**config.mk**
```make
export PLATFORM = sky130hd
export DESIGN_NAME = rsdz_front
export DESIGN_NICKNAME = d
export VERILOG_FILES = /design/src/rsdz_pkg.sv /design/src/rsdz_front.sv
export SDC_FILE = /design/constraint.sdc
export NUM_CORES = 2
export LEC_CHECK = 0
export ABC_CLOCK_PERIOD_IN_PS = 7200
export BUFFER_PORTS_ARGS = -buffer_cell sky130_fd_sc_hd__buf_2
export CAP_MARGIN = 30
export CORE_MARGIN = 2
export CORE_UTILIZATION = 53
export DETAILED_ROUTE_END_ITERATION = 16
export PLACE_DENSITY = 0.8
export SLEW_MARGIN = 20
export SYNTH_ARGS = -nofsm -noshare
export SYNTH_HDL_FRONTEND = slang
export SYNTH_SLANG_ARGS = --single-unit
```
**constraint.sdc**
```tcl
create_clock -name clk -period 7.2 [get_ports clk]
set_input_delay 1.44 -clock clk [delete_from_list [all_inputs] [get_ports clk]]
set_output_delay 1.44 -clock clk [all_outputs]
set_load 0.02 [all_outputs]
```
**src/rsdz_pkg.sv**
```systemverilog
// Shared types and constants for the radial stick dead-zone filter.
`default_nettype none
package rsdz_pkg;

  localparam int AXIS_W     = 16;
  localparam int RADIUS_W   = 16;
  localparam int QUOT_W     = 15;
  localparam int FIFO_DEPTH = 32;

  localparam logic [RADIUS_W-1:0] DEAD_ZONE_RESET  = 16'd8000;
  localparam logic [RADIUS_W-1:0] MAX_RADIUS_RESET = 16'd30000;

  localparam logic [0:0] REG_DEAD_ZONE  = 1'b0;
  localparam logic [0:0] REG_MAX_RADIUS = 1'b1;

  typedef struct packed {
    logic signed [AXIS_W-1:0] axis_x;
    logic signed [AXIS_W-1:0] axis_y;
  } sample_t;

  typedef struct packed {
    logic signed [AXIS_W-1:0] out_x;
    logic signed [AXIS_W-1:0] out_y;
    logic                     active;
    logic                     full_scale;
  } result_t;

  // sign and magnitude of both axes, carried alongside the length pipeline
  typedef struct packed {
    logic              sx;
    logic              sy;
    logic [AXIS_W:0]   mx;
    logic [AXIS_W:0]   my;
  } axis_mag_t;

  // classified item handed from front to back
  typedef struct packed {
    axis_mag_t           ax;
    logic [RADIUS_W-1:0] len;
    logic [RADIUS_W-1:0] gain;
    logic [RADIUS_W-1:0] span;
    logic                active;
    logic                full_scale;
    logic                live;
  } mid_t;

endpackage
`default_nettype wire

```
**src/rsdz_front.sv**
```systemverilog
// Front end: takes samples, finds the vector length and classifies the item.
`default_nettype none
module rsdz_front import rsdz_pkg::*; #(
  parameter int MID_DEPTH = FIFO_DEPTH
) (
  input  wire logic                           clk,
  input  wire logic                           rst,
  input  wire logic                           push,
  input  wire sample_t                        sample,
  output logic                                full,
  input  wire logic [RADIUS_W-1:0]            dead_zone,
  input  wire logic [RADIUS_W-1:0]            max_radius,
  input  wire logic [$clog2(MID_DEPTH+1)-1:0] mid_count,
  output logic                                mid_wr,
  output mid_t                                mid_item
);
  localparam int CW  = $clog2(MID_DEPTH+1);
  localparam int NSQ = RADIUS_W;   // one root bit per stage

  logic          accept;
  logic [CW-1:0] inflight;
  logic [CW:0]   used;

  assign used   = {1'b0, inflight} + {1'b0, mid_count};
  assign full   = (used >= (CW+1)'(MID_DEPTH));
  assign accept = push && !full;

  // stage 0: magnitudes
  logic               v0;
  axis_mag_t          side0;
  logic signed [AXIS_W:0] xe, ye;
  assign xe = {sample.axis_x[AXIS_W-1], sample.axis_x};
  assign ye = {sample.axis_y[AXIS_W-1], sample.axis_y};

  always_ff @(posedge clk) begin
    if (rst) v0 <= 1'b0;
    else     v0 <= accept;
    side0.sx <= xe[AXIS_W];
    side0.sy <= ye[AXIS_W];
    side0.mx <= xe[AXIS_W] ? (~xe + 1'b1) : xe;
    side0.my <= ye[AXIS_W] ? (~ye + 1'b1) : ye;
  end

  // stage 1: squares
  logic              v1;
  axis_mag_t         side1;
  logic [2*AXIS_W-1:0] sqx_w, sqy_w;
  logic [2*AXIS_W-1:0] sqx, sqy;
  assign sqx_w = (2*AXIS_W)'(side0.mx) * (2*AXIS_W)'(side0.mx);
  assign sqy_w = (2*AXIS_W)'(side0.my) * (2*AXIS_W)'(side0.my);

  always_ff @(posedge clk) begin
    if (rst) v1 <= 1'b0;
    else     v1 <= v0;
    side1 <= side0;
    sqx   <= sqx_w;
    sqy   <= sqy_w;
  end

  // square root pipeline: rem holds n - root^2
  logic                sv    [0:NSQ];
  axis_mag_t           sside [0:NSQ];
  logic [2*AXIS_W:0]   srem  [0:NSQ];
  logic [RADIUS_W-1:0] sroot [0:NSQ];

  always_ff @(posedge clk) begin
    if (rst) sv[0] <= 1'b0;
    else     sv[0] <= v1;
    sside[0] <= side1;
    srem[0]  <= (2*AXIS_W+1)'(sqx) + (2*AXIS_W+1)'(sqy);
    sroot[0] <= '0;
  end

  for (genvar k = 0; k < NSQ; k++) begin : g_sqrt
    localparam int B = NSQ - 1 - k;
    logic [2*AXIS_W+1:0] trial;
    logic [2*AXIS_W+1:0] rem_ext;
    assign trial   = ((2*AXIS_W+2)'(sroot[k]) << (B+1)) | ((2*AXIS_W+2)'(1) << (2*B));
    assign rem_ext = (2*AXIS_W+2)'(srem[k]);
    always_ff @(posedge clk) begin
      if (rst) sv[k+1] <= 1'b0;
      else     sv[k+1] <= sv[k];
      sside[k+1] <= sside[k];
      if (rem_ext >= trial) begin
        srem[k+1]  <= srem[k] - trial[2*AXIS_W:0];
        sroot[k+1] <= sroot[k] | (RADIUS_W'(1) << B);
      end else begin
        srem[k+1]  <= srem[k];
        sroot[k+1] <= sroot[k];
      end
    end
  end

  // classify
  logic [RADIUS_W-1:0] len;
  logic                bad, in_dz, act, clamp;
  assign len    = sroot[NSQ];
  assign bad    = (max_radius <= dead_zone);
  assign in_dz  = (len < dead_zone);
  assign act    = !bad && !in_dz;
  assign clamp  = act && (len >= max_radius);

  always_ff @(posedge clk) begin
    if (rst) mid_wr <= 1'b0;
    else     mid_wr <= sv[NSQ];
    mid_item.ax         <= sside[NSQ];
    mid_item.len        <= len;
    mid_item.span       <= max_radius - dead_zone;
    mid_item.gain       <= clamp ? (max_radius - dead_zone) : (len - dead_zone);
    mid_item.active     <= act;
    mid_item.full_scale <= clamp;
    // zero length with zero dead zone is active but would divide by zero, so it is not live
    mid_item.live       <= act && (len != '0);
  end

  always_ff @(posedge clk) begin
    if (rst) begin
      inflight <= '0;
    end else if (accept && !mid_wr) begin
      inflight <= inflight + CW'(1);
    end else if (mid_wr && !accept) begin
      inflight <= inflight - CW'(1);
    end
  end

endmodule
`default_nettype wire

```
==> results.json <==
{
  "cap_violations": 0,
  "hold_depth": 0,
  "async_flop_share": 0,
  "crit_type": "flip-flop to flip-flop",
  "fin_skew_ps": 58.04,
  "port_buffers": 161,
  "gp_congestion": 0.9018,
  "fin_setup_tns_ps": 0,
  "grt_pass1_vias": 40390,
  "maxSlewViolCount": 0,
  "synth_top_area_frac": 0.4917,
  "hold_buffers": 0,
  "multi_input_area_sq_um": 28120,
  "r2r_cells": 15,
  "core-area_sq_um": 116000,
  "crit_arrival_ps": 7290,
  "rows": 125,
  "period_needed_ps": 6686,
  "clock_sinks": 1521,
  "synthesis.area_sq_um": 61930,
  "rsz0062_at_grt": "false",
  "cp.required_ps": 7800,
  "crit_family": "adder cells",
  "regArea_sq_um": 30450,
  "status": "completed",
  "ys.flop_type": "dfxtp_1",
  "synth_compound_area_frac": 0.07518,
  "synthAdderAreaFrac": 0.2140,
  "via_per_inst": 5.110,
  "syn-mean-instance-area_sq_um": 11.03,
  "initial_core_util": 0.5336,
  "hold_path.class": "flip-flop to flip-flop",
  "hpwl_um": 85290,
  "ys_seq_area_frac": 0.4917,
  "critical_path_buf_inv_count": 2,
  "utilization": 0.6000,
  "synth.area.top_cells": "dfxtp_1 49%, fa_1 13%, ha_1 8.9%",
  "synth_edf_count": 0,
  "nNetsFinal": 6766,
  "max_stage_delay_ps": 900,
  "cpMostUsedCell": "fa_1",
  "yosysTopAreaCell": "dfxtp_1",
  "crit_chain": "and2_1 -> fa_1 -> fa_1 -> fa_1 -> fa_1 -> fa_1 -> inv_1 -> fa_1 -> inv_1 -> ha_1 -> a22o_1 -> o41ai_1 -> a31oi_1 -> o211a_1 -> a2111oi_0",
  "dieHeight_um": 345.8,
  "crit_path_end_kind": "flip-flop",
  "crit_start": "side0[4]",
  "synth_xor_area_frac": 0.05049,
  "yosys_warnings": 0,
  "yosys_register_bits": 1521,
  "synth_cell_type_count": 97,
  "antenna_found_initial": 0,
  "path_clk_slew_ps": 60,
  "worst-path-stages": 15,
  "setup_viol": 0,
  "worstReg2RegEnd": "sqy[29]",
  "io_pins": 162,
  "synth_top_family_by_area": "adder cells",
  "insertion_delay_ps": 760,
  "clockBufferDepth": 3,
  "root_buffer": "clkbuf_16",
  "grt_pass1_wl_um": 190200,
  "slowest_stage": "dfxtp_1",
  "cts_buffers": 145,
  "drt_first_pass_iters": 5,
  "grt.total_usage": 0.1926,
  "cts-htree-levels": 4,
  "die_w_um": 345.8,
  "finalCritPeriodShare": 0.9286,
  "drtIter0Drc": 1972,
  "relSlewSlack": 0.4002,
  "worstMarginPinSlew_ps": 892.9,
  "drc": 0,
  "grt_max_degree": 34,
  "synth_mux_area_frac": 0.009355,
  "fmax_mhz": 149.6,
  "num_vias": 38360,
  "crit_end": "sqy[29]",
  "r2r_slack_ps": 510,
  "reg2reg_from": "side0[4]",
  "dieArea_sq_um": 119600,
  "ant_nets": 0,
  "synth_cells": 5615,
  "routed_wl_um": 114000,
  "fillCellCount": 9107,
  "n_antenna_cell": 0,
  "drive_gt1_frac": 0.08524,
  "synthSimpleGateAreaFrac": 0.1048,
  "syn_to_final_growth_pct": 12.44,
  "cts_tree": "built",
  "path_max_fanout": 18,
  "wl_per_cell_um": 15.18,
  "hold_violations": 0,
  "grt_overflow": 0,
  "critPathLaunchType": "flip-flop"
}
routing by layer:
metal	part of all wire	global-route usage	up-vias
met4	0.045	0.09455	0
met5	0	0	-
met3	0.040	0.03152	326
met2	0.53	0.3650	854
met1	0.38	0.2058	18350
li1	-	-	18840
worst min path at each step:
stage                       start           end  slack, ps
detailed placement  sside[16][17]  mid_item[68]        310
global route         sside[10][2]  sside[11][2]        320
finish               sside[10][1]  sside[11][1]        300
CTS                  sside[10][2]  sside[11][2]        300
floorplan            sside[16][0]  mid_item[51]        310
global placement     sside[6][32]  sside[7][32]        310
Yosys cell counts, types with 13 or more instances:
cell type	n
a211oi_1	18
a21boi_0	15
a21o_1	92
a21oi_1	215
a31oi_1	24
and2_1	118
and3_1	29
buf_2	13
clkbuf_1	62
dfxtp_1	1521
fa_1	387
ha_1	440
inv_1	802
mux2_2	31
nand2_1	328
nand2b_1	48
nand3_1	64
nand4_1	49
nor2_1	234
nor2b_1	62
nor3_1	101
nor4_1	83
o211ai_1	17
o21a_1	61
o21ai_0	150
o21bai_1	17
o31ai_1	22
or2_2	13
or3_1	24
xnor2_1	242
xor2_1	115
cell type report:
class / count / share of cell area
Clock buffer: 199 / 0.06024
Clock inverter: 65 / 0.01357
Inverter: 804 / 0.04334
Multi-Input combinational cell: 3209 / 0.4038
Sequential cell: 1521 / 0.4373
Tap cell: 1524 / 0.02739
Timing Repair Buffer: 185 / 0.01432
cells by family after synthesis:
family | Yosys count
buf+inv | 886
flops | 1521
mux | 51
other cells | 1
fa+ha+maj | 827
simple gates | 1252
xor+xnor | 357
compound gates | 720
repair_timing:
| action | CTS | global route |
|---|---|---|
| endpoints found under the setup margin | 0 | 2 |
| gates resized for setup | 0 | 2 |
| setup buffers | 0 | 0 |
metrics by stage:
stage	instance area (sq um)	hold slack, ps	std cells	worst slack (ps)
final	69630	297.3	7507	514.4
after global routing	69630	319.5	7507	208.2
after CTS	69600	299.9	7505	236.0
after detailed placement	64460	312.1	7241	306.9
after global placement	64460	309.5	7241	631.2
after floorplan	61930	309.6	5616	1219
layout by cell type, fill, tap and decap left out, drive strengths merged, types with 25 or more instances in the layout:
cell    count
nand3      64
a31oi      25
nand4      49
clkbuf    199
o21ai     154
nor2b      62
xor2      115
ha        440
xnor2     242
or3        26
dfxtp    1521
o21a       61
a21oi     216
inv       811
nor3      103
buf       185
nor2      235
nand2b     48
mux2       40
and2      118
fa        387
clkinv     40
and3       29
nor4       88
a21o       92
nand2     328
state kept, by name, indices dropped and copies added, names as in the netlist:
signal    flops
sqx          31
srem        528
sqy          31
v0            1
side0        36
mid_item     87
sside       612
side1        34
sv           17
sroot       136
inflight      6
mid_wr        1
v1            1
Power is not shown: default switching activity piles up to over one toggle a cycle in this logic, so the estimate is an artifact.
