## src/rsdz_pkg.sv

```systemverilog
// Shared types and constants for the radial stick dead-zone filter.
`default_nettype none
package rsdz_pkg;

  localparam int AXIS_W     = 16;
  localparam int RADIUS_W   = 16;
  localparam int QUOT_W     = 15;
  localparam int FIFO_DEPTH = 32;

  localparam logic [RADIUS_W-1:0] DEAD_ZONE_RESET  = 16'd8000;
  localparam logic [RADIUS_W-1:0] MAX_RADIUS_RESET = 16'd30000;

  localparam logic [0:0] REG_DEAD_ZONE  = 1'b0;
  localparam logic [0:0] REG_MAX_RADIUS = 1'b1;

  typedef struct packed {
    logic signed [AXIS_W-1:0] axis_x;
    logic signed [AXIS_W-1:0] axis_y;
  } sample_t;

  typedef struct packed {
    logic signed [AXIS_W-1:0] out_x;
    logic signed [AXIS_W-1:0] out_y;
    logic                     active;
    logic                     full_scale;
  } result_t;

  // sign and magnitude of both axes, carried alongside the length pipeline
  typedef struct packed {
    logic              sx;
    logic              sy;
    logic [AXIS_W:0]   mx;
    logic [AXIS_W:0]   my;
  } axis_mag_t;

  // classified item handed from front to back
  typedef struct packed {
    axis_mag_t           ax;
    logic [RADIUS_W-1:0] len;
    logic [RADIUS_W-1:0] gain;
    logic [RADIUS_W-1:0] span;
    logic                active;
    logic                full_scale;
    logic                live;
  } mid_t;

endpackage
`default_nettype wire

```

## src/rsdz_fifo.sv

```systemverilog
// Small flop-based queue with a combinational read port.
`default_nettype none
module rsdz_fifo import rsdz_pkg::*; #(
  parameter int WIDTH = 8,
  parameter int DEPTH = FIFO_DEPTH
) (
  input  wire logic                       clk,
  input  wire logic                       rst,
  input  wire logic                       wr_en,
  input  wire logic [WIDTH-1:0]           wr_data,
  input  wire logic                       rd_en,
  output logic      [WIDTH-1:0]           rd_data,
  output logic                            empty,
  output logic      [$clog2(DEPTH+1)-1:0] count
);
  localparam int AW = (DEPTH > 1) ? $clog2(DEPTH) : 1;
  localparam int CW = $clog2(DEPTH+1);

  logic [WIDTH-1:0] mem [0:DEPTH-1];
  logic [AW-1:0]    wr_ptr;
  logic [AW-1:0]    rd_ptr;

  always_ff @(posedge clk) begin
    if (wr_en) begin
      mem[wr_ptr] <= wr_data;
    end
  end

  always_ff @(posedge clk) begin
    if (rst) begin
      wr_ptr <= '0;
      rd_ptr <= '0;
      count  <= '0;
    end else begin
      if (wr_en) begin
        wr_ptr <= (wr_ptr == AW'(DEPTH-1)) ? '0 : wr_ptr + AW'(1);
      end
      if (rd_en) begin
        rd_ptr <= (rd_ptr == AW'(DEPTH-1)) ? '0 : rd_ptr + AW'(1);
      end
      if (wr_en && !rd_en) begin
        count <= count + CW'(1);
      end else if (rd_en && !wr_en) begin
        count <= count - CW'(1);
      end
    end
  end

  assign rd_data = mem[rd_ptr];
  assign empty   = (count == '0);

`ifndef ASSERT_OFF
  a_no_overflow: assert property (@(posedge clk) disable iff (rst)
    !(wr_en && !rd_en && count == CW'(DEPTH)))
    else $error("write into full queue");
  a_no_underflow: assert property (@(posedge clk) disable iff (rst)
    !(rd_en && count == '0))
    else $error("read from empty queue");
`endif

endmodule
`default_nettype wire

```

## config.mk

```make
export PLATFORM = sky130hd
export DESIGN_NAME = rsdz_fifo
export DESIGN_NICKNAME = d
export VERILOG_FILES = /design/src/rsdz_pkg.sv /design/src/rsdz_fifo.sv
export SDC_FILE = /design/constraint.sdc
export NUM_CORES = 1
export LEC_CHECK = 0
export BUFFER_PORTS_ARGS = -buffer_cell sky130_fd_sc_hd__buf_2
export CELL_PAD_IN_SITES_DETAIL_PLACEMENT = 0
export CELL_PAD_IN_SITES_GLOBAL_PLACEMENT = 2
export CORE_ASPECT_RATIO = 1.25
export CORE_MARGIN = 2
export CORE_UTILIZATION = 54
export CTS_BUF_LIST = sky130_fd_sc_hd__clkbuf_4
export CTS_CLUSTER_DIAMETER = 120
export DETAILED_ROUTE_END_ITERATION = 8
export PLACE_DENSITY_LB_ADDON = 0.12
export SLEW_MARGIN = 10
export SYNTH_ARGS = -nofsm -noshare
export SYNTH_HDL_FRONTEND = slang
export SYNTH_SLANG_ARGS = --single-unit
```

## constraint.sdc

```tcl
create_clock -name clk -period 4.8 [get_ports clk]
set_input_delay 0.48 -clock clk [delete_from_list [all_inputs] [get_ports clk]]
set_output_delay 0.48 -clock clk [all_outputs]
set_load 0.02 [all_outputs]
```

==> results of run 1 <==
## flip-flops by register name, indices dropped and copies added (netlist names), named ones only
name,cells
mem,256
count,6
rd_ptr,5
wr_ptr,5
## per-stage QoR
stage | util, % | worst slack (ns) | hold WS [ns]
floorplan | - | 2.59 | 0.478
global placement | 56.8 | 1.68 | 0.484
detailed placement | 56.8 | 1.61 | 0.493
CTS | 60.6 | 0.855 | 0.116
global route | 60.6 | 0.738 | 0.143
finish | 60.6 | 0.950 | 0.180
## routing by layer
| metal | global-route usage [%] | part of all wire, % | up-vias |
|---|---|---|---|
| met2 | 36.9 | 52 | 168 |
| li1 | - | - | 2648 |
| met3 | 4.26 | 5.6 | 45 |
| met1 | 26.3 | 40 | 2885 |
| met4 | 7.95 | 2.4 | 0 |
| met5 | 0 | 0 | - |
## cell families after synthesis
kind of cell,after synthesis
buffers and inverters,37
flip-flops,277
XOR/XNOR,3
adder cells (fa/ha/maj),13
AND/OR/NAND/NOR,116
AO/OA/AOI/OAI,70
multiplexers,103
## power by group through the flow
stage / Sequential [mW] / Combinational [mW] / Clock [mW]
3_3_place_gp: 2.74 / 0.299 / 0
3_5_place_dp: 2.74 / 0.305 / 0
4_1_cts: 2.69 / 0.306 / 1.81
2_1_floorplan: 2.74 / 0.191 / 0
5_1_grt: 2.69 / 0.332 / 1.93
6_report: 2.69 / 0.302 / 1.77
## synthesized netlist by cell type, drive strengths merged
cell      n  area (sq um)
and3      4          25.0
and4b     1          10.0
buf      17           116
or4       2          15.0
or3       1          6.26
mux2      2          22.5
a21o      3          22.5
dfxtp    21           420
nand2b    2          12.5
inv       5          18.8
a221oi    8          82.6
nor2b     3          21.3
xor2      3          26.3
a22oi    33           248
nor4      1          6.26
a211o     2          17.5
nand3    27           135
a22o      8          70.1
nand3b    4          30.0
and2      1          6.26
o21ai     4          20.0
mux4     32           773
a21oi     7          35.0
o211ai    1          7.51
o21a      1          7.51
or3b      2          17.5
fa        1          20.0
a311oi    1          8.76
ha       12           150
nand4     1          6.26
and3b     1          8.76
nor2     51           194
clkbuf   15          56.3
a31oi     1          6.26
and2b     1          7.51
edfxtp  256          7690
nand2    10          37.5
mux2i    69           691
nor3      1          5.00
nor3b     3          22.5
o31ai     1          7.51
## path summary, 6_finish.rpt
check | to | slack, ns | depth (start not counted)
setup / recovery | rd_data[3] | 0.95 | 6
setup reg to reg | mem[5][1]$_DFFE_PP_ | 2.77 | 2
hold reg to reg | count[3]$_SDFFE_PP0P_ | 0.50 | 2
hold / removal | wr_ptr[1]$_SDFFE_PP0P_ | 0.18 | 2
## worst max-delay path, stage by stage (launching register included)
cell	delay, ns
dfxtp_2	0.81
buf_4	0.39
mux4_1	0.61
a22o_1	0.22
a221oi_1	0.26
nand3_1	0.18
buf_2	0.20
## final cells by class
type                            count  area (sq um)  share of cell area [%]
Clock inverter                     19           109                   0.893
Clock buffer                       88           661                    5.42
Antenna cell                        1          2.50                  0.0205
Inverter                            5          18.8                   0.154
Timing Repair Buffer               30           160                    1.31
Multi-Input combinational cell    305          2780                    22.8
Sequential cell                   277          8110                    66.6
Tap cell                          270           338                    2.77
## layout by cell type, fill, tap and decap left out, types with 2 or more instances in the layout
master | netlist | routed
a211o_1 | 2 | 2
a21o_1 | 3 | 3
a21oi_1 | 7 | 7
a221oi_1 | 6 | 6
a221oi_2 | 2 | 2
a22o_1 | 8 | 8
a22oi_1 | 33 | 33
and3_1 | 4 | 4
buf_2 | 11 | 26
buf_4 | 0 | 4
clkbuf_4 | 0 | 88
clkinv_1 | 0 | 14
clkinv_2 | 0 | 2
dfxtp_1 | 21 | 19
edfxtp_1 | 256 | 256
ha_1 | 12 | 12
inv_1 | 3 | 3
inv_2 | 2 | 2
mux2i_1 | 69 | 69
mux4_1 | 14 | 14
mux4_2 | 18 | 18
nand2_1 | 10 | 10
nand2b_1 | 2 | 2
nand3_1 | 27 | 27
nand3b_1 | 4 | 4
nor2_1 | 50 | 50
nor2b_1 | 2 | 2
nor3b_1 | 3 | 3
o21ai_0 | 3 | 3
or3b_1 | 2 | 2
or4_1 | 2 | 2
xor2_1 | 3 | 3
==> flow_summary.toml, run 1 <==
[status]
status = "finished clean"

[clock_tree]
cts.repair.resized = 0
ctsHtreeMaxLevel = 2
path_clk_slew_ns = 0.07
clock-sinks = 277
cts_tree = "built"
numCtsBuffers = 61
insertion_delay_ns = 0.72
clockBufferDepth = 3
cts_setup_buffers = 0
ctsHoldBuffers = 0
clockRootBuffer = "clkbuf_4"

[floorplan]
fp.dieW_um = 132
start_util_pct = 55.1
fp-row-count = 58
ioPinCount = 27
core-area_sq_mm = 0.0201
die_area_sq_mm = 0.0217
die_h_um = 164

[drt]
drc_errors = 0
drt-vias-per-instance = 5.77
num_vias = 5746
ant_nets = 0
drt_iter0_drc = 428
routed_wl_um = 22300
wl_per_cell_um = 22.4
dr.pass1.iters = 5

[grt]
grt_overflow = 0
grt_start_max_net_pins = 72
antenna_found_initial = 1
grt_pass1_wl_um = 34200
grtUsageTotal_pct = 21.2
grt_pass1_vias = 5948

[timing]
tightestPinTransition_ns = 1.13
setup_tns_ns = 0
max_slew_margin_pct = 24.6
finalMaxSlewViolations = 0
fin_skew_ns = 0.0548
fmax_mhz = 260
period_minus_slack_ns = 3.85
hold_viol = 0
grt_setup_unrepaired = "false"
period_share_pct = 80.2
finalSetupViolations = 0

[place]
dp_hpwl_um = 13800
place_congestion = 0.797
placed_cells = 887
dpl_cell_area_sq_mm = 0.0114
place.port_buffers = 26

[logic_synthesis]
syn_area_sq_mm = 0.0111
synthDistinctLibCells = 51
synth_xor_area_share_pct = 0.237
synth_warnings = 0
synth_compound_area_share_pct = 4.81
synth_cells = 619
ys_ff_latch = 277
synthAdderAreaFrac_pct = 1.54
synth_seq_area_share_pct = 73.2
synthMuxAreaShare_pct = 13.4
syn_nets = 644
yosys.area_share.simple_pct = 5.11
synth_top_family_by_area = "multiplexers"
syn_avg_cell_area_sq_um = 17.9

[finish]
n_fill_cell = 1529
instances_no_fill = 995
drive_gt1_share_pct = 20.7
fin_area_sq_mm = 0.0122
areaGrowthSynthToFinish_pct = 9.95
nNetsFinal = 705

[setup_path]
startpoint_type = "register"
critPathKind = "reg -> out"
cp_data_arrival_time_ns = 3.37
critPathMaxFanout = 24
cp.required_ns = 4.32
reg2reg_from = "wr_ptr[2]$_SDFFE_PP0P_"
cp-end-kind = "primary output"

[power_and_ir_drop]
peakVddDrop_uv = 205
p_seq_share_pct = 56.5
power_mw = 4.76
switching_power_mw = 1.09
power_frac_clock_pct = 37.1
p_int_mw = 3.67
power.share.switching_pct = 22.9
combPwrFrac_pct = 6.3
power_density_mw_per_mm2 = 390
p_leak_nw = 3.93

[run]
cap_violations = 0

[worst_hold_path]
holdCritPathClass = "in -> reg"
min_from = "rst"
No activity file was read; power rests on OpenSTA's default activity.
==> run 2: changes to the inputs <==
--- a/config.mk
+++ b/config.mk
@@ -10,7 +10,7 @@
 export CELL_PAD_IN_SITES_GLOBAL_PLACEMENT = 2
 export CORE_ASPECT_RATIO = 1.25
 export CORE_MARGIN = 2
-export CORE_UTILIZATION = 54
+export CORE_UTILIZATION = 50
 export CTS_BUF_LIST = sky130_fd_sc_hd__clkbuf_4
 export CTS_CLUSTER_DIAMETER = 120
 export DETAILED_ROUTE_END_ITERATION = 8
==> constraint.sdc (replaced) <==
create_clock -name clk -period 3.7 [get_ports clk]
set_input_delay 0.37 -clock clk [delete_from_list [all_inputs] [get_ports clk]]
set_output_delay 0.37 -clock clk [all_outputs]
set_load 0.02 [all_outputs]
==> run 2 against run 1 <==
Net effect:
- count of clock-buffer cells in the layout grew 10
- sequential cell count is the same
- non-clock buffer count grew 3
- clock power grew 44%
- routed wire length grew 2.7%
- global-route usage shrank 0.55 points
- via count grew 0.56%
- critical path depth is the same
- cell count grew 2.8%
==> flow_summary.toml, run 2 (synthesis results as in run 1) <==
[status]
status = "finished clean"

[setup_path]
crit_path_top_delay_cell = "mux4_1"
startpoint_type = "register"
critPathMaxFanout = 27
critPathKind = "reg -> out"
cp-end-kind = "primary output"
cp_data_arrival_time_ns = 3.02
slowest_delay_ns = 0.57
worstPathCellList = "buf_12 > mux4_1 > a22o_1 > a221oi_1 > nand3_1 > buf_2"
cp.required_ns = 3.33

[finish]
final_common_cell = "edfxtp_1"
n_fill_cell = 1703
areaGrowthSynthToFinish_pct = 11.6
largest_reg_flops = 256
largest-register = "mem"
instances_no_fill = 1023
drive_gt1_share_pct = 22.3
fin_util_pct = 57.2
final_cell_mix = "edfxtp_1, clkbuf_4, mux2i_1"
nNetsFinal = 716
reg_top3 = "mem x256, count x6"

[run]
cap_violations = 0

[timing]
hold_viol = 0
finalMaxSlewViolations = 0
setup_tns_ns = 0
tightestPinTransition_ns = 0.918
max_slew_margin_pct = 38.6
grt_setup_unrepaired = "false"
finalSetupViolations = 0
setup_ws_ns = 0.309
period_minus_slack_ns = 3.39
fin_skew_ns = 0.0368
fmax_mhz = 295
period_share_pct = 91.7

[drt]
ant_nets = 0
wl_per_cell_um = 22.4
num_vias = 5778
dr.pass1.iters = 4
drt-vias-per-instance = 5.65
drt_iter0_drc = 490
routed_wl_um = 22900
drc_errors = 0

[clock_tree]
cts_setup_buffers = 0
path_clk_slew_ns = 0.06
numCtsBuffers = 69
clock-sinks = 277
insertion_delay_ns = 0.66
clockRootBuffer = "clkbuf_4"
ctsHoldBuffers = 0
cts_tree = "built"
clockBufferDepth = 3
ctsHtreeMaxLevel = 3
cts.repair.resized = 0

[place]
place.port_buffers = 26
post-place-ws_ns = 0.879
dp_hpwl_um = 14800
placed_cells = 899
place_congestion = 0.800

[grt]
grt_overflow = 0
grt_pass1_wl_um = 34700
grt_start_max_net_pins = 47
grt_use_met2_pct = 35.2
met3_usage_pct = 4.65
met1_usage_pct = 25.7
grt_pass1_vias = 6035
busiest_layer = "met2"
antenna_found_initial = 1
grtUsageTotal_pct = 20.6

[floorplan]
ioPinCount = 27
fp-row-count = 60
start_util_pct = 51.3
fp.dieW_um = 137
die_area_sq_mm = 0.0234
die_h_um = 170
core-area_sq_mm = 0.0216

[power_and_ir_drop]
p_leak_nw = 4.03
power_density_mw_per_mm2 = 520
peakVddDrop_uv = 334

[worst_hold_path]
holdCritPathClass = "in -> reg"
==> run 2: cell types whose count changed in the layout (fill, tap and decap cells not counted) <==
cell,previous run,this run
clkinvlp_4,1,0
clkinv_4,1,2
clkbuf_4,88,98
bufinv_16,1,2
clkinv_1,14,17
inv_2,2,4
buf_4,4,5
buf_12,0,2
==> run 2: critical path, delay by kind of cell, from the launching register on <==
kind	cells	cell delay [ns]
muxes	1	0.57
AOI/OAI and AO/OA	2	0.68
DFF	1	0.55
buffers and inverters	2	0.46
and+or+nand+nor	1	0.14
==> run 2: power by group <==
part           switching [mW]  total [mW]  leakage [nW]  internal (mW)
Combinational           0.253       0.405          1.02          0.153
Sequential             0.0338        3.49          2.48           3.45
Clock                    1.17        2.54         0.530           1.37
Total                    1.46        6.43          4.03           4.97
==> run 2: cell type report <==
class	count	area, sq um	area share (%)
diodes	1	2.50	0.0202
multi-input cells	305	2780	22.5
clock buffers	98	736	5.95
flip-flops and latches	277	8110	65.6
well taps	279	349	2.82
repair buffers	33	208	1.68
inverters	5	18.8	0.152
clock inverters	25	159	1.28
==> run 2: per-layer routing <==
layer / wire length, um / part of all wire (%) / vias up
li1: - / - / 2691
met1: 8980 / 39 / 2866
met2: 12000 / 53 / 180
met3: 1430 / 6.2 / 41
met4: 462 / 2.0 / 0
met5: 0 / 0 / -
==> run 2: worst paths after layout <==
kind | startpoint | end | slack [ns] | depth (start not counted)
max | register | rd_data[0] | 0.31 | 6
min | rst | wr_ptr[0]$_SDFFE_PP0P_ | 0.1 | 2
max reg2reg | wr_ptr[2]$_SDFFE_PP0P_ | mem[7][1]$_DFFE_PP_ | 1.65 | 2
min reg2reg | count[3]$_SDFFE_PP0P_ | count[3]$_SDFFE_PP0P_ | 0.50 | 2
==> run 2: through the flow <==
| stage | total power [mW] | hold slack (ns) | area, sq um |
|---|---|---|---|
| after floorplan | 3.81 | 0.469 | 11100 |
| after global placement | 3.96 | 0.486 | 11500 |
| after detailed placement | 3.97 | 0.494 | 11500 |
| after CTS | 6.52 | 0.0453 | 12400 |
| after global routing | 6.71 | 0.0769 | 12400 |
| final | 6.43 | 0.0959 | 12400 |
